$ cat config.mk
export PLATFORM = sky130hd
export DESIGN_NAME = imuifc_mag
export DESIGN_NICKNAME = d
export VERILOG_FILES = /design/src/hw/rtl/imuifc_pkg.sv /design/src/hw/rtl/imuifc_mag.sv
export SDC_FILE = /design/constraint.sdc
export NUM_CORES = 2
export LEC_CHECK = 0
export BUFFER_PORTS_ARGS = -buffer_cell sky130_fd_sc_hd__clkbuf_2
export CORE_UTILIZATION = 60
export CTS_CLUSTER_DIAMETER = 200
export DETAILED_ROUTE_END_ITERATION = 16
export GPL_TIMING_DRIVEN = 0
export HOLD_SLACK_MARGIN = 0.06
export PLACE_DENSITY = 0.8
export REMOVE_ABC_BUFFERS = 1
export SLEW_MARGIN = 10
export SYNTH_ARGS = -nofsm -noshare
export SYNTH_HDL_FRONTEND = slang
export SYNTH_SLANG_ARGS = --single-unit
$ cat constraint.sdc
create_clock -name clk -period 7.6 [get_ports clk]
set_clock_uncertainty 0.1 [all_clocks]
set_input_delay 0.76 -clock clk [delete_from_list [all_inputs] [get_ports clk]]
set_output_delay 0.76 -clock clk [all_outputs]
set_load 0.01 [all_outputs]
$ cat src/hw/rtl/imuifc_pkg.sv
// Shared types, codes and reset constants for the IMU impact and freefall classifier.
// Used by every module of the block; depends on nothing.
package imuifc_pkg;

  // Default number of samples held in the magnitude windows.
  localparam int WINDOW_DEPTH_DEF = 3;

  // Widths fixed by the sample and register formats.
  localparam int AXIS_W  = 16;
  localparam int MAG_W   = 32;
  localparam int SUST_W  = 5;
  localparam int ADDR_W  = 5;
  localparam int DATA_W  = 32;

  // Register reset values.
  localparam logic [MAG_W-1:0]  HEAVY_RST    = 32'd268435456;
  localparam logic [MAG_W-1:0]  MEDIUM_RST   = 32'd67108864;
  localparam logic [MAG_W-1:0]  ROTATION_RST = 32'd96825600;
  localparam logic [MAG_W-1:0]  FREEFALL_RST = 32'd376996;
  localparam logic [SUST_W-1:0] SUST_RST     = 5'd2;

  // Window contents after reset: one g squared for accel, rest for gyro.
  localparam logic [MAG_W-1:0] ACC_WIN_RST  = 32'd4194304;
  localparam logic [MAG_W-1:0] GYRO_WIN_RST = 32'd0;

  // Register indexes on the configuration port.
  localparam logic [2:0] REG_HEAVY    = 3'd0;
  localparam logic [2:0] REG_MEDIUM   = 3'd1;
  localparam logic [2:0] REG_ROTATION = 3'd2;
  localparam logic [2:0] REG_FREEFALL = 3'd3;
  localparam logic [2:0] REG_SUST     = 3'd4;

  // Reported event codes.
  typedef enum logic [2:0] {
    EV_NONE     = 3'd0,
    EV_HEAVY    = 3'd1,
    EV_MEDIUM   = 3'd2,
    EV_ROTATION = 3'd3,
    EV_FREEFALL = 3'd4
  } event_code_t;

  // Current register settings as seen by the classifier.
  typedef struct packed {
    logic [MAG_W-1:0]  heavy_impact_sq;
    logic [MAG_W-1:0]  medium_impact_sq;
    logic [MAG_W-1:0]  rotation_sq;
    logic [MAG_W-1:0]  freefall_sq;
    logic [SUST_W-1:0] sustained_count;
  } cfg_t;

  // Load enables for the pipeline stages.
  typedef struct packed {
    logic mag_load;
    logic out_load;
  } pipe_ctl_t;

endpackage

$ cat src/hw/rtl/imuifc_mag.sv
// Squared magnitude of one three-axis vector, registered.
// Depends on imuifc_pkg for the axis and magnitude widths.
module imuifc_mag
  import imuifc_pkg::*;
(
  input  logic                     clk,
  input  logic                     load,
  input  logic signed [AXIS_W-1:0] x,
  input  logic signed [AXIS_W-1:0] y,
  input  logic signed [AXIS_W-1:0] z,
  output logic        [MAG_W-1:0]  mag_sq
);

  logic signed [2*AXIS_W-1:0] sq_x, sq_y, sq_z;
  logic        [MAG_W-1:0]    mag_r, mag_nxt;

  // Three squares in parallel; each is at most 2^30, so the sum fits 32 bits.
  assign sq_x    = x * x;
  assign sq_y    = y * y;
  assign sq_z    = z * z;
  assign mag_nxt = MAG_W'($unsigned(sq_x)) + MAG_W'($unsigned(sq_y))
                 + MAG_W'($unsigned(sq_z));

  always_ff @(posedge clk) begin
    if (load) begin
      mag_r <= mag_nxt;
    end
  end

  assign mag_sq = mag_r;

endmodule

==> impl_metrics.toml <==
[drt]
drc = 0
ant_nets = 0
drt_iter0_markers = 1012
vias_per_cell = 5.341
wl_um = 64820
drt_pre_antenna_iters = 5
vias = 18820
wire_per_inst_um = 18.39

[clocking]
ctsHoldBuffers = 0
cts-root-buf = "clkbuf_16"
cts_sinks = 32
cts_buffers = 5
clk_pin_slew_ns = 0.05
cts_tree = "built"
cts_max_level = 2
cts_buffer_depth = 2

[layout]
diodes = 0
regArea_sq_um = 960.9
largest_register_ffs = 32
fin_nets = 4000
post-route-util_pct = 67.39
syn_to_final_growth_pct = 10.17
final_cell_mix = "inv_1 (1005), fa_1 (785), nand2_1 (192), ha_1 (192), and2_1 (139)"
layout_commonest_cell = "inv_1"
multi_input_area_sq_um = 23450
layout-drive-gt1-share_pct = 11.76
nFillCells = 3261

[floorplan]
die_w_um = 217.6
core_area_sq_um = 45580
pin_count = 82
dieArea_sq_um = 47330
chipHeight_um = 217.6
rows = 78
initial_core_util_pct = 61.17

[logic_synthesis]
yosys_warnings = 0
yosysUniqueCellTypes = 51
synth.ff_latch_count = 32
synth_top_area_cell = "fa_1"
synth_edf_count = 32
avgSynthCellArea_sq_um = 9.875
ys_async_sr_fraction_pct = 0
synthCells = 2823
synth_flop_cell = "edfxtp_1"
synthTopCellsByArea = "fa_1 (59%), inv_1 (14%), ha_1 (9.4%)"
synth_seq_area_share_pct = 3.447
synth_area_sq_um = 27880
yosysTopAreaCellShare_pct = 58.74

[placement]
port_buffers = 81
gp_congestion = 0.9395
post-place-ws_ns = -1.725
detailed_place_hpwl_um = 53600

[min_path]
hold_class = "in2reg"
hold_depth = 2
min_from = "y[0]"
holdPathEnd = "mag_sq[0]"

[sta]
finalCriticalPeriod_ns = 7.966
setup_violations = 15
fmax_mhz = 125.5
tightest_slew_ns = 0.7957
finalWorstSetupSlack_ns = -0.3663
rsz0062_at_grt = "true"
final_hold_viol_count = 0
drv_slew = 0
slew_headroom_pct = 46.96
period_share_pct = 104.8

[run_status]
outcome = "finished with violations"
violations = "negative setup slack"

[global_route]
grt_max_degree = 33
grtUsageTotal_pct = 28.83
grt_pass1_vias = 21890
grt_pass1_wl_um = 104600
antenna_found_initial = 0
overflow = 0

[setup_path]
critPathMaxFanout = 6
worstSetupPathType = "in2reg"
endpoint_kind = "flop"
cp.required_ns = 7.53
start_kind = "input port"
worstPathArrival_ns = 7.90

[flow_run]
max_cap_violations = 0
-- per-layer routing --
layer | up-vias | part of all wire, % | track usage [%]
met5 | - | 0 | 0
met4 | 0 | 7.0 | 16.81
met3 | 257 | 5.7 | 3.124
met2 | 740 | 54 | 52.32
met1 | 9820 | 33 | 32.88
li1 | 8005 | - | -
-- metrics by stage --
| step | hold slack, ns | area, sq um | setup TNS, ns | std cells |
|---|---|---|---|---|
| after global routing | 0.9293 | 30710 | -6.721 | 3524 |
| after global placement | 1.078 | 28810 | -20.93 | 3445 |
| after floorplan | 0.7725 | 27660 | -0.9460 | 2764 |
| after detailed placement | 1.078 | 28810 | -23.64 | 3445 |
| final | 0.9374 | 30710 | -3.418 | 3524 |
| after CTS | 0.9112 | 30170 | -2.849 | 3500 |
-- critical path, stage by stage --
cell        delay (ns)
clkbuf_16         0.13
clkinvlp_4        0.11
buf_12            0.15
nor2_4            0.11
fa_1              0.45
fa_1              0.59
inv_2             0.04
fa_1              0.48
inv_2             0.04
fa_1              0.54
inv_2             0.04
fa_1              0.50
fa_1              0.49
inv_1             0.05
fa_1              0.45
fa_1              0.52
inv_2             0.04
fa_2              0.58
inv_2             0.07
ha_4              0.23
a21o_1            0.17
a21oi_2           0.13
or3b_4            0.43
o2111ai_4         0.27
a41oi_2           0.22
a311o_1           0.30
-- repair_timing --
item / in CTS / in global routing
gates resized for setup: 206 / 100
setup endpoints to repair: 20 / 18
pin swaps: 63 / 51
buffers inserted: 48 / 25
-- cell type report --
type	instances	share of cell area, %
Multi-Input combinational cell	1687	76.37
Inverter	1045	13.00
Timing Repair Buffer	152	4.530
Sequential cell	32	3.129
Tap cell	600	2.444
Clock buffer	6	0.4196
Clock inverter	2	0.1141
-- synth_stat cells (4+ instances only) --
master / count
ha_1: 209
clkbuf_1: 59
nand2_1: 203
o21ai_1: 9
o21a_1: 5
nand3_1: 6
xor2_1: 16
a21o_1: 13
and2_1: 152
o21ai_0: 9
nor3_1: 7
a21oi_1: 26
o211ai_1: 4
xnor2_1: 58
a31oi_1: 5
nand2b_1: 12
nor2_1: 48
fa_1: 818
or2_2: 6
nor2b_1: 33
inv_1: 1045
edfxtp_1: 32
and3_1: 6
-- worst max path at each step --
stage                 endpoint  slack [ns]  start
finish              mag_sq[28]       -0.37   z[2]
global route        mag_sq[28]       -0.56   x[6]
CTS                 mag_sq[29]       -0.31   y[1]
detailed placement  mag_sq[29]       -1.72  y[15]
global placement    mag_sq[29]       -1.57  y[15]
floorplan           mag_sq[28]       -0.20   z[2]
-- cell families after synthesis --
group,after synthesis,synth area share (%)
and+or+nand+nor,485,8.649
DFF,32,3.447
AOI/OAI and AO/OA,94,2.267
muxes,5,0.1885
buffers and inverters,1104,14.86
xor gates and xnor gates,76,2.464
adders and majority gates,1027,68.12
Power is not shown: default switching activity piles up to over one toggle a cycle in this logic, so the estimate is an artifact.
