## src/hw/rtl/imuifc_pkg.sv

```systemverilog
// Shared types, codes and reset constants for the IMU impact and freefall classifier.
// Used by every module of the block; depends on nothing.
package imuifc_pkg;

  // Default number of samples held in the magnitude windows.
  localparam int WINDOW_DEPTH_DEF = 3;

  // Widths fixed by the sample and register formats.
  localparam int AXIS_W  = 16;
  localparam int MAG_W   = 32;
  localparam int SUST_W  = 5;
  localparam int ADDR_W  = 5;
  localparam int DATA_W  = 32;

  // Register reset values.
  localparam logic [MAG_W-1:0]  HEAVY_RST    = 32'd268435456;
  localparam logic [MAG_W-1:0]  MEDIUM_RST   = 32'd67108864;
  localparam logic [MAG_W-1:0]  ROTATION_RST = 32'd96825600;
  localparam logic [MAG_W-1:0]  FREEFALL_RST = 32'd376996;
  localparam logic [SUST_W-1:0] SUST_RST     = 5'd2;

  // Window contents after reset: one g squared for accel, rest for gyro.
  localparam logic [MAG_W-1:0] ACC_WIN_RST  = 32'd4194304;
  localparam logic [MAG_W-1:0] GYRO_WIN_RST = 32'd0;

  // Register indexes on the configuration port.
  localparam logic [2:0] REG_HEAVY    = 3'd0;
  localparam logic [2:0] REG_MEDIUM   = 3'd1;
  localparam logic [2:0] REG_ROTATION = 3'd2;
  localparam logic [2:0] REG_FREEFALL = 3'd3;
  localparam logic [2:0] REG_SUST     = 3'd4;

  // Reported event codes.
  typedef enum logic [2:0] {
    EV_NONE     = 3'd0,
    EV_HEAVY    = 3'd1,
    EV_MEDIUM   = 3'd2,
    EV_ROTATION = 3'd3,
    EV_FREEFALL = 3'd4
  } event_code_t;

  // Current register settings as seen by the classifier.
  typedef struct packed {
    logic [MAG_W-1:0]  heavy_impact_sq;
    logic [MAG_W-1:0]  medium_impact_sq;
    logic [MAG_W-1:0]  rotation_sq;
    logic [MAG_W-1:0]  freefall_sq;
    logic [SUST_W-1:0] sustained_count;
  } cfg_t;

  // Load enables for the pipeline stages.
  typedef struct packed {
    logic mag_load;
    logic out_load;
  } pipe_ctl_t;

endpackage

```

## src/hw/rtl/imuifc_regs.sv

```systemverilog
// Configuration register file of the IMU classifier, written over an APB-style port.
// Depends on imuifc_pkg for register indexes, reset values and the cfg_t struct.
module imuifc_regs
  import imuifc_pkg::*;
(
  input  logic              clk,
  input  logic              rst_n,
  input  logic              psel,
  input  logic              penable,
  input  logic              pwrite,
  input  logic [ADDR_W-1:0] paddr,
  input  logic [DATA_W-1:0] pwdata,
  output logic [DATA_W-1:0] prdata,
  output logic              pready,
  output cfg_t              cfg
);

  logic [MAG_W-1:0]  heavy_r, heavy_nxt;
  logic [MAG_W-1:0]  medium_r, medium_nxt;
  logic [MAG_W-1:0]  rotation_r, rotation_nxt;
  logic [MAG_W-1:0]  freefall_r, freefall_nxt;
  logic [SUST_W-1:0] sust_r, sust_nxt;
  logic [2:0]        reg_idx;
  logic              wr_en;

  assign pready  = 1'b1;
  assign reg_idx = paddr[4:2];
  assign wr_en   = psel & penable & pwrite;

  // Write decode; indexes past the last register are ignored.
  always_comb begin
    heavy_nxt    = heavy_r;
    medium_nxt   = medium_r;
    rotation_nxt = rotation_r;
    freefall_nxt = freefall_r;
    sust_nxt     = sust_r;
    if (wr_en) begin
      case (reg_idx)
        REG_HEAVY:    heavy_nxt    = pwdata;
        REG_MEDIUM:   medium_nxt   = pwdata;
        REG_ROTATION: rotation_nxt = pwdata;
        REG_FREEFALL: freefall_nxt = pwdata;
        REG_SUST:     sust_nxt     = pwdata[SUST_W-1:0];
        default: ;
      endcase
    end
  end

  always_ff @(posedge clk) begin
    if (!rst_n) begin
      heavy_r    <= HEAVY_RST;
      medium_r   <= MEDIUM_RST;
      rotation_r <= ROTATION_RST;
      freefall_r <= FREEFALL_RST;
      sust_r     <= SUST_RST;
    end else begin
      heavy_r    <= heavy_nxt;
      medium_r   <= medium_nxt;
      rotation_r <= rotation_nxt;
      freefall_r <= freefall_nxt;
      sust_r     <= sust_nxt;
    end
  end

  // Read mux.
  always_comb begin
    case (reg_idx)
      REG_HEAVY:    prdata = heavy_r;
      REG_MEDIUM:   prdata = medium_r;
      REG_ROTATION: prdata = rotation_r;
      REG_FREEFALL: prdata = freefall_r;
      REG_SUST:     prdata = DATA_W'(sust_r);
      default:      prdata = '0;
    endcase
  end

  assign cfg.heavy_impact_sq  = heavy_r;
  assign cfg.medium_impact_sq = medium_r;
  assign cfg.rotation_sq      = rotation_r;
  assign cfg.freefall_sq      = freefall_r;
  assign cfg.sustained_count  = sust_r;

  // A write to the sustained count keeps only its low bits.
  a_sust_write: assert property (@(posedge clk) disable iff (!rst_n)
    wr_en && reg_idx == REG_SUST |=> sust_r == $past(pwdata[SUST_W-1:0]))
    else $error("sustained count write not taken");

endmodule

```

## config.mk

```make
export PLATFORM = sky130hd
export DESIGN_NAME = imuifc_regs
export DESIGN_NICKNAME = d
export VERILOG_FILES = /design/src/hw/rtl/imuifc_pkg.sv /design/src/hw/rtl/imuifc_regs.sv
export SDC_FILE = /design/constraint.sdc
export NUM_CORES = 1
export LEC_CHECK = 0
export ABC_AREA = 0
export CORE_ASPECT_RATIO = 2
export CORE_UTILIZATION = 39
export DETAILED_ROUTE_END_ITERATION = 10
export DONT_BUFFER_PORTS = 1
export GPL_TIMING_DRIVEN = 0
export SETUP_SLACK_MARGIN = 0.4
export SKIP_LAST_GASP = 1
export SLEW_MARGIN = 20
export SYNTH_ARGS = -nofsm -noshare
export SYNTH_HDL_FRONTEND = slang
export SYNTH_SLANG_ARGS = --single-unit
```

## constraint.sdc

```tcl
create_clock -name clk -period 1.3 [get_ports clk]
set_clock_uncertainty 0.15 [all_clocks]
set_input_delay 0.065 -clock clk [delete_from_list [all_inputs] [get_ports clk]]
set_output_delay 0.065 -clock clk [all_outputs]
set_load 0.02 [all_outputs]
```

==> results.yml <==
final_layout:
  final_nets: 711
  finalInstanceArea_sq_um: 8890
  post-route-util_pct: 58.1
  ff_latch_area_sq_um: 3160
  drive_gt1_share_pct: 47.8
  area_growth_pct: 46.1
  fill_cells: 1262
  multiInputGateArea_sq_um: 3390
  antennaDiodeCount: 0
floorplanning:
  core-area_sq_um: 15300
  io_pins: 208
  rows: 64
  fp.dieArea_sq_um: 16100
  dieWidth_microns: 90.3
  start_util_pct: 39.8
  die_h_microns: 179
pwr:
  clkPwrFrac_pct: 49.0
  p_sw_mw: 2.54
  pwr_density_cell_nw_per_um2: 1070
  combPwrFrac_pct: 9.5
  power_frac_seq_pct: 41.5
  ir_drop_v: 0.000882
  switching_share_pct: 26.8
  power.leakage_nw: 3.29
  p_int_mw: 6.94
synthesis:
  synth_flop_cell: "dfxtp_1"
  synth.avg_cell_area_sq_um: 10.4
  synth_area_sq_um: 6080
  synth.top_cells.by_count: "nand2_1 (146), dfxtp_1 (133), mux2i_1 (116), nor2b_1 (31), mux4_2 (27)"
  synthTopCellsByArea: "dfxtp_1 (44%), mux2i_1 (19%), mux4_2 (10%), nand2_1 (9.0%), nor2b_1 (3.2%)"
  yosysWarnings: 0
  synth_cells: 587
  synth_edf_count: 0
  synth_top_cell_area_share_pct: 43.8
  synth_nets: 629
  ys_ff_latch: 133
  ys_types: 29
  synth_most_common_cell: "nand2_1"
  async_flop_share_pct: 0
  ys_seq_area_share_pct: 43.8
  synth_largest_area_cell: "dfxtp_1"
worst_hold_path:
  min_path_type: "in -> reg"
  holdPathEnd: "sust_r[2]"
  min-delay-start: "pwrite"
  hold_depth: 3
routing:
  routed_wirelength_microns: 22600
  via_count: 4941
  wl_per_cell_microns: 25.6
  topRoutingLayerUsed: "met4"
  drtPass1Iterations: 4
  drtAntennaViolNets: 0
  routed-wl-met2_microns: 12600
  viasPerCell: 5.61
  drt_iter0_drc: 232
  drcViolationCount: 0
  wl_met1_microns: 7840
  met3WireLength_microns: 1280
critical_path:
  crit_path_end_kind: "output pin"
  crit_fanout: 3
  r2r-start: "heavy_r[8]"
  critPathKind: "reg -> out"
  crit_chain: "mux4_2, and2b_2"
  critPathLaunchType: "register"
  slowest_stage: "mux4_2"
  arrival_ns: 1.52
  r2r_cells: 2
  critical_path_required_ns: 1.09
  rrSetupSlack_ns: 0.40
  r2r-end: "heavy_r[8]"
  max_stage_delay_ns: 0.48
timing:
  hold_violations: 7
  min_period_over_period_pct: 134
  fin_ws_ns: -0.440
  fmax_ghz: 0.575
  final-setup-viol-count: 32
  slew_viol_final: 0
  slew_headroom_pct: 51.5
  rsz0062_at_grt: "true"
  worstMarginPinSlew_ns: 0.728
  min_period_ns: 1.74
  hold_ws_ns: -0.140
clocking:
  ctsHtreeMaxLevel: 4
  clock_path_buffers: 2
  cts_tree: "built"
  root_buffer: "clkbuf_16"
  cts-buffers-inserted: 17
  insertion_delay_ns: 0.42
  cts_sinks: 133
  hold_buffers: 32
  clk_pin_slew_ns: 0.06
global_route:
  antenna_found_initial: 0
  grt_pass1_wl_microns: 33200
  grt_overflow: 0
  grt_max_degree: 17
  grt_pass1_vias: 5355
  gr-usage-all-layers_pct: 28.4
placement:
  place_congestion: 0.817
  dp_hpwl_microns: 15200
  port_buffers: 0
  dpl-instance-area_sq_um: 6800
job:
  maxCapViolations: 0
run_status:
  violations: "negative hold slack, negative setup slack"
  outcome: "complete, but fails checks"
## timing repair
action | 4_1_cts | 5_1_grt
endpoints found under the hold margin | 133 | 7
setup buffers | 20 | 1
endpoints found under the setup margin | 298 | 297
cloned | 10 | 0
gates resized for setup | 259 | 26
pin swaps | 4 | 3
## layout make-up
| class | count | area share [%] |
|---|---|---|
| inverter | 17 | 0.718 |
| multi-input combinational | 387 | 38.1 |
| timing repair buffer | 63 | 10.2 |
| tap | 198 | 2.79 |
| sequential | 133 | 35.6 |
| clock buffer | 18 | 4.94 |
| buffer | 50 | 6.24 |
| clock inverter | 14 | 1.45 |
## critical path: cells and delay by family (launching register included)
family / cells / cell delay [ns]
multiplexers: 1 / 0.48
flip-flops: 1 / 0.37
AND/OR/NAND/NOR: 1 / 0.26
## metal layers
layer | up-vias | GRT usage [%]
li1 | 2211 | -
met1 | 2458 | 28.2
met2 | 222 | 54.5
met3 | 50 | 6.65
met4 | 0 | 14.1
met5 | - | 0
## kinds of logic after synthesis
logic type / synth area share [%]
other: 0.0616
DFF: 43.8
buffers and inverters: 6.07
and+or+nand+nor: 15.7
muxes: 30.0
AOI/OAI and AO/OA: 4.42
## placed cells by master (no fill, tap or decap), types with 2 or more instances in the layout
cell	Yosys	final
nor3b_4	1	2
nor2b_4	0	25
mux2i_1	116	113
nor3_4	1	2
dfxtp_4	0	133
buf_12	0	21
nor2b_1	31	5
mux2i_2	0	3
a22oi_1	10	5
clkbuf_4	0	4
buf_2	10	6
buf_4	6	5
inv_1	17	17
buf_6	8	17
inv_6	0	2
buf_16	0	9
clkbuf_16	0	17
clkbuf_8	0	2
buf_8	2	5
mux4_2	27	27
clkbuf_2	0	11
clkinv_4	0	5
o22ai_4	0	5
mux2_2	5	4
dlygate4sd3_1	0	32
and2b_2	0	2
o21ai_1	0	5
nand4b_1	9	9
clkinv_2	0	3
o211ai_1	17	17
clkinvlp_4	0	3
a22oi_2	0	5
o21ai_0	7	2
nand2_1	146	145
## how the worst max path moves through the flow
stage,start,end,slack [ns],cells after the start
floorplan,paddr[4],rotation_r[4],-0.07,5
global placement,paddr[4],prdata[10],-0.46,3
detailed placement,rst_n,medium_r[29],-0.52,5
CTS,freefall_r[26],prdata[26],-0.45,2
global route,freefall_r[26],prdata[26],-0.46,2
finish,freefall_r[26],prdata[26],-0.44,2
## registers in the layout (all words and copies together), names as in the netlist
| register | count |
|---|---|
| heavy_r | 32 |
| rotation_r | 32 |
| freefall_r | 32 |
| sust_r | 5 |
| medium_r | 32 |
## power groups by stage
stage	registers, mW	logic [mW]	clock network, mW
3_5_place_dp	4.28	0.717	0
5_1_grt	3.93	0.953	4.86
4_1_cts	3.93	0.897	4.69
6_report	3.93	0.903	4.65
2_1_floorplan	4.26	0.527	0
3_3_place_gp	4.28	0.707	0
## stage by stage
step           TNS, ns  hold WS, ns  total power, mW  setup slack [ns]  std cells
5_1_grt         -11.73       -0.140             9.74            -0.459        880
3_3_place_gp    -44.03       0.0761             4.98            -0.459        785
3_5_place_dp    -42.02       0.0870             4.99            -0.518        785
4_1_cts         -11.23       -0.153             9.52            -0.454        879
6_report        -10.82       -0.140             9.48            -0.440        880
2_1_floorplan    -1.70       0.0690             4.79           -0.0685        587
No activity file was read; power rests on OpenSTA's default activity.
