### config.mk
export PLATFORM = sky130hd
export DESIGN_NAME = imuifc_class
export DESIGN_NICKNAME = d
export VERILOG_FILES = /design/src/hw/rtl/imuifc_pkg.sv /design/src/hw/rtl/imuifc_class.sv
export SDC_FILE = /design/constraint.sdc
export NUM_CORES = 1
export LEC_CHECK = 0
export BUFFER_PORTS_ARGS = -buffer_cell sky130_fd_sc_hd__buf_4
export CAP_MARGIN = 5
export CORE_MARGIN = 2
export CORE_UTILIZATION = 45
export CTS_CLUSTER_DIAMETER = 60
export DETAILED_ROUTE_END_ITERATION = 16
export HOLD_SLACK_MARGIN = 0.15
export PLACE_DENSITY = 0.71
export SLEW_MARGIN = 20
export SYNTH_ARGS = -nofsm -noshare
export SYNTH_HDL_FRONTEND = slang
export SYNTH_SLANG_ARGS = --single-unit
### constraint.sdc
create_clock -name clk -period 5.8 [get_ports clk]
set_clock_uncertainty 0.15 [all_clocks]
set_input_delay 0 -clock clk [delete_from_list [all_inputs] [get_ports clk]]
set_output_delay 0 -clock clk [all_outputs]
set_load 0.01 [all_outputs]
### src/hw/rtl/imuifc_pkg.sv
// Shared types, codes and reset constants for the IMU impact and freefall classifier.
// Used by every module of the block; depends on nothing.
package imuifc_pkg;

  // Default number of samples held in the magnitude windows.
  localparam int WINDOW_DEPTH_DEF = 3;

  // Widths fixed by the sample and register formats.
  localparam int AXIS_W  = 16;
  localparam int MAG_W   = 32;
  localparam int SUST_W  = 5;
  localparam int ADDR_W  = 5;
  localparam int DATA_W  = 32;

  // Register reset values.
  localparam logic [MAG_W-1:0]  HEAVY_RST    = 32'd268435456;
  localparam logic [MAG_W-1:0]  MEDIUM_RST   = 32'd67108864;
  localparam logic [MAG_W-1:0]  ROTATION_RST = 32'd96825600;
  localparam logic [MAG_W-1:0]  FREEFALL_RST = 32'd376996;
  localparam logic [SUST_W-1:0] SUST_RST     = 5'd2;

  // Window contents after reset: one g squared for accel, rest for gyro.
  localparam logic [MAG_W-1:0] ACC_WIN_RST  = 32'd4194304;
  localparam logic [MAG_W-1:0] GYRO_WIN_RST = 32'd0;

  // Register indexes on the configuration port.
  localparam logic [2:0] REG_HEAVY    = 3'd0;
  localparam logic [2:0] REG_MEDIUM   = 3'd1;
  localparam logic [2:0] REG_ROTATION = 3'd2;
  localparam logic [2:0] REG_FREEFALL = 3'd3;
  localparam logic [2:0] REG_SUST     = 3'd4;

  // Reported event codes.
  typedef enum logic [2:0] {
    EV_NONE     = 3'd0,
    EV_HEAVY    = 3'd1,
    EV_MEDIUM   = 3'd2,
    EV_ROTATION = 3'd3,
    EV_FREEFALL = 3'd4
  } event_code_t;

  // Current register settings as seen by the classifier.
  typedef struct packed {
    logic [MAG_W-1:0]  heavy_impact_sq;
    logic [MAG_W-1:0]  medium_impact_sq;
    logic [MAG_W-1:0]  rotation_sq;
    logic [MAG_W-1:0]  freefall_sq;
    logic [SUST_W-1:0] sustained_count;
  } cfg_t;

  // Load enables for the pipeline stages.
  typedef struct packed {
    logic mag_load;
    logic out_load;
  } pipe_ctl_t;

endpackage

### src/hw/rtl/imuifc_class.sv
// Magnitude windows, per-category counts and the result register of the classifier.
// Depends on imuifc_pkg for cfg_t, pipe_ctl_t, event codes and window reset values.
module imuifc_class
  import imuifc_pkg::*;
#(
  parameter int WINDOW_DEPTH = WINDOW_DEPTH_DEF
) (
  input  logic             clk,
  input  logic             rst_n,
  input  pipe_ctl_t        ctl,
  input  cfg_t             cfg,
  input  logic [MAG_W-1:0] acc_new,
  input  logic [MAG_W-1:0] gyro_new,
  output logic [2:0]       event_code,
  output logic [MAG_W-1:0] acc_mag_sq,
  output logic [MAG_W-1:0] gyro_mag_sq
);

  localparam int SLOT_W = (WINDOW_DEPTH > 1) ? $clog2(WINDOW_DEPTH) : 1;
  localparam int CNT_W  = $clog2(WINDOW_DEPTH + 1);
  localparam logic [SLOT_W-1:0] LAST_SLOT = SLOT_W'(WINDOW_DEPTH - 1);

  logic [MAG_W-1:0]  acc_win_r  [WINDOW_DEPTH];
  logic [MAG_W-1:0]  gyro_win_r [WINDOW_DEPTH];
  logic [MAG_W-1:0]  acc_view   [WINDOW_DEPTH];
  logic [MAG_W-1:0]  gyro_view  [WINDOW_DEPTH];
  logic [SLOT_W-1:0] slot_r, slot_nxt;

  logic [WINDOW_DEPTH-1:0] heavy_f, medium_f, rot_f, ff_f;
  logic [CNT_W-1:0]        heavy_cnt, medium_cnt, rot_cnt, ff_cnt;
  event_code_t             code_nxt;
  event_code_t             code_r;
  logic [MAG_W-1:0]        acc_r, gyro_r;

  // Window as it stands once the new sample has replaced the oldest entry.
  always_comb begin
    for (int i = 0; i < WINDOW_DEPTH; i++) begin
      if (slot_r == SLOT_W'(i)) begin
        acc_view[i]  = acc_new;
        gyro_view[i] = gyro_new;
      end else begin
        acc_view[i]  = acc_win_r[i];
        gyro_view[i] = gyro_win_r[i];
      end
    end
  end

  // Per-entry category flags; a heavy sample is never also medium.
  always_comb begin
    for (int i = 0; i < WINDOW_DEPTH; i++) begin
      heavy_f[i]  = acc_view[i] >= cfg.heavy_impact_sq;
      medium_f[i] = !heavy_f[i] && (acc_view[i] >= cfg.medium_impact_sq);
      rot_f[i]    = gyro_view[i] >= cfg.rotation_sq;
      ff_f[i]     = acc_view[i] <= cfg.freefall_sq;
    end
  end

  assign heavy_cnt  = CNT_W'($countones(heavy_f));
  assign medium_cnt = CNT_W'($countones(medium_f));
  assign rot_cnt    = CNT_W'($countones(rot_f));
  assign ff_cnt     = CNT_W'($countones(ff_f));

  // Priority pick: heavy, medium, rotation, freefall.
  always_comb begin
    if (SUST_W'(heavy_cnt) >= cfg.sustained_count) begin
      code_nxt = EV_HEAVY;
    end else if (SUST_W'(medium_cnt) >= cfg.sustained_count) begin
      code_nxt = EV_MEDIUM;
    end else if (SUST_W'(rot_cnt) >= cfg.sustained_count) begin
      code_nxt = EV_ROTATION;
    end else if (SUST_W'(ff_cnt) >= cfg.sustained_count) begin
      code_nxt = EV_FREEFALL;
    end else begin
      code_nxt = EV_NONE;
    end
  end

  assign slot_nxt = (slot_r == LAST_SLOT) ? '0 : slot_r + 1'b1;

  // Window and write slot advance with each word that enters the result register.
  always_ff @(posedge clk) begin
    if (!rst_n) begin
      slot_r <= '0;
      for (int i = 0; i < WINDOW_DEPTH; i++) begin
        acc_win_r[i]  <= ACC_WIN_RST;
        gyro_win_r[i] <= GYRO_WIN_RST;
      end
    end else if (ctl.out_load) begin
      slot_r <= slot_nxt;
      for (int i = 0; i < WINDOW_DEPTH; i++) begin
        acc_win_r[i]  <= acc_view[i];
        gyro_win_r[i] <= gyro_view[i];
      end
    end
  end

  // Result register.
  always_ff @(posedge clk) begin
    if (ctl.out_load) begin
      code_r <= code_nxt;
      acc_r  <= acc_new;
      gyro_r <= gyro_new;
    end
  end

  assign event_code  = code_r;
  assign acc_mag_sq  = acc_r;
  assign gyro_mag_sq = gyro_r;

  a_slot_range: assert property (@(posedge clk) disable iff (!rst_n)
    slot_r <= LAST_SLOT)
    else $error("write slot out of window range");

  a_sust_zero: assert property (@(posedge clk) disable iff (!rst_n)
    ctl.out_load && cfg.sustained_count == '0 |=> code_r == EV_HEAVY)
    else $error("zero sustained count must report heavy impact");

  a_sust_big: assert property (@(posedge clk) disable iff (!rst_n)
    ctl.out_load && cfg.sustained_count > SUST_W'(WINDOW_DEPTH) |=> code_r == EV_NONE)
    else $error("unreachable sustained count must report none");

endmodule

==> results.cfg <==
[synthesis]
avgSynthCellArea_um2 = 11.2
synthCells = 1800
yosys.area.top_type = edfxtp_1
synth.distinct_cells = 50
syn-cell-area_um2 = 20200
ys_warn_count = 0
synth_seq_cells = 261
synthTopCellsByArea = edfxtp_1 (39%), ha_1 (24%), mux2_2 (10%)
synth_top_area_share_pct = 38.5
synth_edf_count = 259
synth_nets = 2397
ys_async_sr_fraction_pct = 0
synth_ff_type = edfxtp_1
yosysSeqAreaShare_pct = 38.7

[sta]
fin_crit_sh_pct = 94.3
drv_slew = 0
setup_violations = 0
rsz0062_at_grt = no
slew_headroom_pct = 27.6
hold_viol = 0
tns_ps = 0
setup_slack_ps = 331
worstMarginPinSlew_ps = 1090
max_freq_mhz = 183
period_minus_slack_ps = 5470

[status]
outcome = finished, final reports clean

[clock_network]
clock_latency_ps = 550
clock_sinks = 261
cts_tree = done
cts_root_buffer = clkbuf_16
cts_hold_buf = 138
htreeDepth = 2
clk_pin_slew_ps = 60
postCtsSetupBuffers = 0
clock_path_buffers = 3
cts_made_buffers = 35
cts_resized = 0

[drt]
dr_total_vias = 15600
drtIter0Drc = 798
drc = 0
vias_per_cell = 5.51
wl_per_cell_um = 19.9
totalWireLength_mm = 56.3
firstDrtPassIters = 5
ant_nets = 0

[global_routing]
antenna_found_initial = 2
globalRouteTotalUtil_pct = 24.1
overflow = 0
grt_pass1_vias = 16300
grt_max_degree = 109
grt_pass1_wl_mm = 88.3

[floorplan]
io-pin-count = 268
initial_core_util_pct = 45.6
row_count = 77
die_h_um = 216
dieArea_um2 = 46600
core_um2 = 44200
die_w_um = 216

[worst_setup_path]
crit_chain = nand2b_4, buf_12, mux2_2, ha_1, nand4_1, a211oi_1, or3_1, a211oi_1, o21a_1, fa_1, ha_1, nand2b_1, a21oi_1, nand2_1, dlygate4sd3_1, nor3_1
critPathTopFamily = simple AND/OR/NAND/NOR gates
critPathKind = flip-flop to flip-flop
critical_path.max_stage_delay_ps = 570
crit_fanout = 28
startpoint_type = flip-flop
worstPathArrival_ps = 5720
critical_path.slowest_cell = dlygate4sd3_1
required_ps = 6050
reg2reg_depth = 16
end_kind = flip-flop
crit_cells = 16
crit_buf_inv = 2

[power_and_ir_drop]
swShare_pct = 29.4
pwr-share-clk_pct = 36.4
p_comb_share_pct = 27.3
leakage_nw = 11.8
p_seq_share_pct = 36.4
intPower_mw = 4.40
p_sw_mw = 1.83
ir_drop_uv = 233
powerDensity_nw_per_um2 = 244

[placed_design]
placed_area_um2 = 22900
dpl.cell_count = 2630
io_buffers = 266
preCtsSetupSlack_ps = 539
gp_congestion = 0.948
dp_hpwl_mm = 41.1

[worst_hold_path]
min_path_type = primary input to flip-flop
whs_path_depth = 4

[cells_and_area]
drive_above_1_share_pct = 23.7
final_cells = 2831
final_nets = 2810
syn2layout_area_growth_pct = 26.4
final_util_pct = 57.7
final_cell_area_um2 = 25500

[flow_run]
drv_cap = 0
[layout make-up]
class	instances	area (µm²)
Sequential cell	261	7820
Antenna cell	1	2.50
Timing Repair Buffer	418	3530
Multi-Input combinational cell	1364	11700
Tap cell	592	741
Inverter	133	499
Fill cell	3642	18700
Clock inverter	21	272
Clock buffer	41	920
[layout by cell type, fill, tap and decap left out, drive strengths merged, types with 5 or more instances in the layout]
cell	instances
nor4	5
edfxtp	259
dlygate4sd3	138
clkinv	7
nor3	13
and2	5
a211oi	30
o21ai	56
bufinv	5
clkbuf	41
a21o	53
mux2i	8
nand2	72
nor2	52
nand4	56
ha	392
buf	280
a221oi	7
inv	139
o211ai	7
a21oi	125
nand3	25
and4	9
mux2	186
nand2b	15
nor2b	200
[through the flow]
step	total power, mW	hold slack [ps]
after floorplan	3.34	-51.1
after global placement	3.84	55.6
after detailed placement	3.90	55.8
after CTS	6.28	248
after global routing	6.55	308
final	6.22	277
[kinds of logic (layout without fill, tap and decap cells)]
kind of cell    after synthesis  after routing  synth area share (%)
compound gates              313            313                  9.79
mux                         194            194                  10.8
buf+inv                     175            613                  3.38
fa+ha+maj                   396            396                  24.7
flops                       261            261                  38.7
simple gates                461            461                  12.6
other cells                   0              1                     0
[tightest hold or removal path: cells and delay by family]
| kind | cells | cell delay, ps |
|---|---|---|
| buffers and inverters | 2 | 660 |
| AND/OR/NAND/NOR | 1 | 110 |
| multiplexers | 1 | 90 |
[power by group through the flow]
stage / sequential [mW] / clock [mW] / combinational, mW
3_5_place_dp: 2.30 / 0 / 1.60
4_1_cts: 2.26 / 2.32 / 1.69
2_1_floorplan: 2.32 / 0 / 1.02
3_3_place_gp: 2.30 / 0 / 1.55
6_report: 2.26 / 2.26 / 1.70
5_1_grt: 2.28 / 2.38 / 1.90
[metal layers]
metal  up-vias  GRT usage [%]  wire length (µm)  part of all wire, %
met2       433           40.9             26700                   47
met3       114           3.09              2420                  4.3
met5         -              0                13                0.023
met4         2           10.2              2220                  3.9
met1      7464           31.0             25000                   44
li1       7578              -                 -                    -
[flip-flops by register name, indices dropped and copies added, names as in the netlist]
signal and cells:
acc_mag_sq 32, acc_win_r 96, event_code 3, gyro_mag_sq 32, gyro_win_r 96, slot_r 2
[cell usage after synthesis, types with 2 or more instances]
master and n:
o21ai_1 3, a31oi_1 2, fa_1 4, a21o_1 53, ha_1 392, o31a_1 2
a21oi_2 3, a21oi_1 122, buf_2 20, edfxtp_1 259, a2111oi_2 2, inv_1 133
o41ai_1 2, dfxtp_1 2, or2_2 4, o41a_1 3, o21a_1 4, o221ai_1 2
a221o_1 4, mux2i_1 8, a2111oi_0 2, mux2_2 182, nand4_1 56, nor2_1 52
nand2b_1 15, a211o_1 3, nand3_1 25, or3_1 3, nand2_1 72, nor4_1 5
o211ai_1 7, clkbuf_1 22, a21boi_2 2, and3_1 2, and4_1 9, and2_1 2
and2_0 3, o21ai_0 53, nor2b_1 200, mux2_1 4, a211oi_1 30, nor3_1 13
a221oi_1 7
[worst paths after layout]
check / start / slack [ps] / end
worst max-delay path: slot_r[1]$_SDFFE_PN0P_ / 330 / event_code[2]$_SDFFCE_PP0P_
worst min-delay path: gyro_new[0] / 280 / gyro_win_r[0][64]$_SDFFCE_PN0P_
worst max register to register: slot_r[1]$_SDFFE_PN0P_ / 330 / event_code[2]$_SDFFCE_PP0P_
worst min register to register: gyro_win_r[0][64]$_SDFFCE_PN0P_ / 470 / gyro_win_r[0][64]$_SDFFCE_PN0P_
No activity file was read; power rests on OpenSTA's default activity.
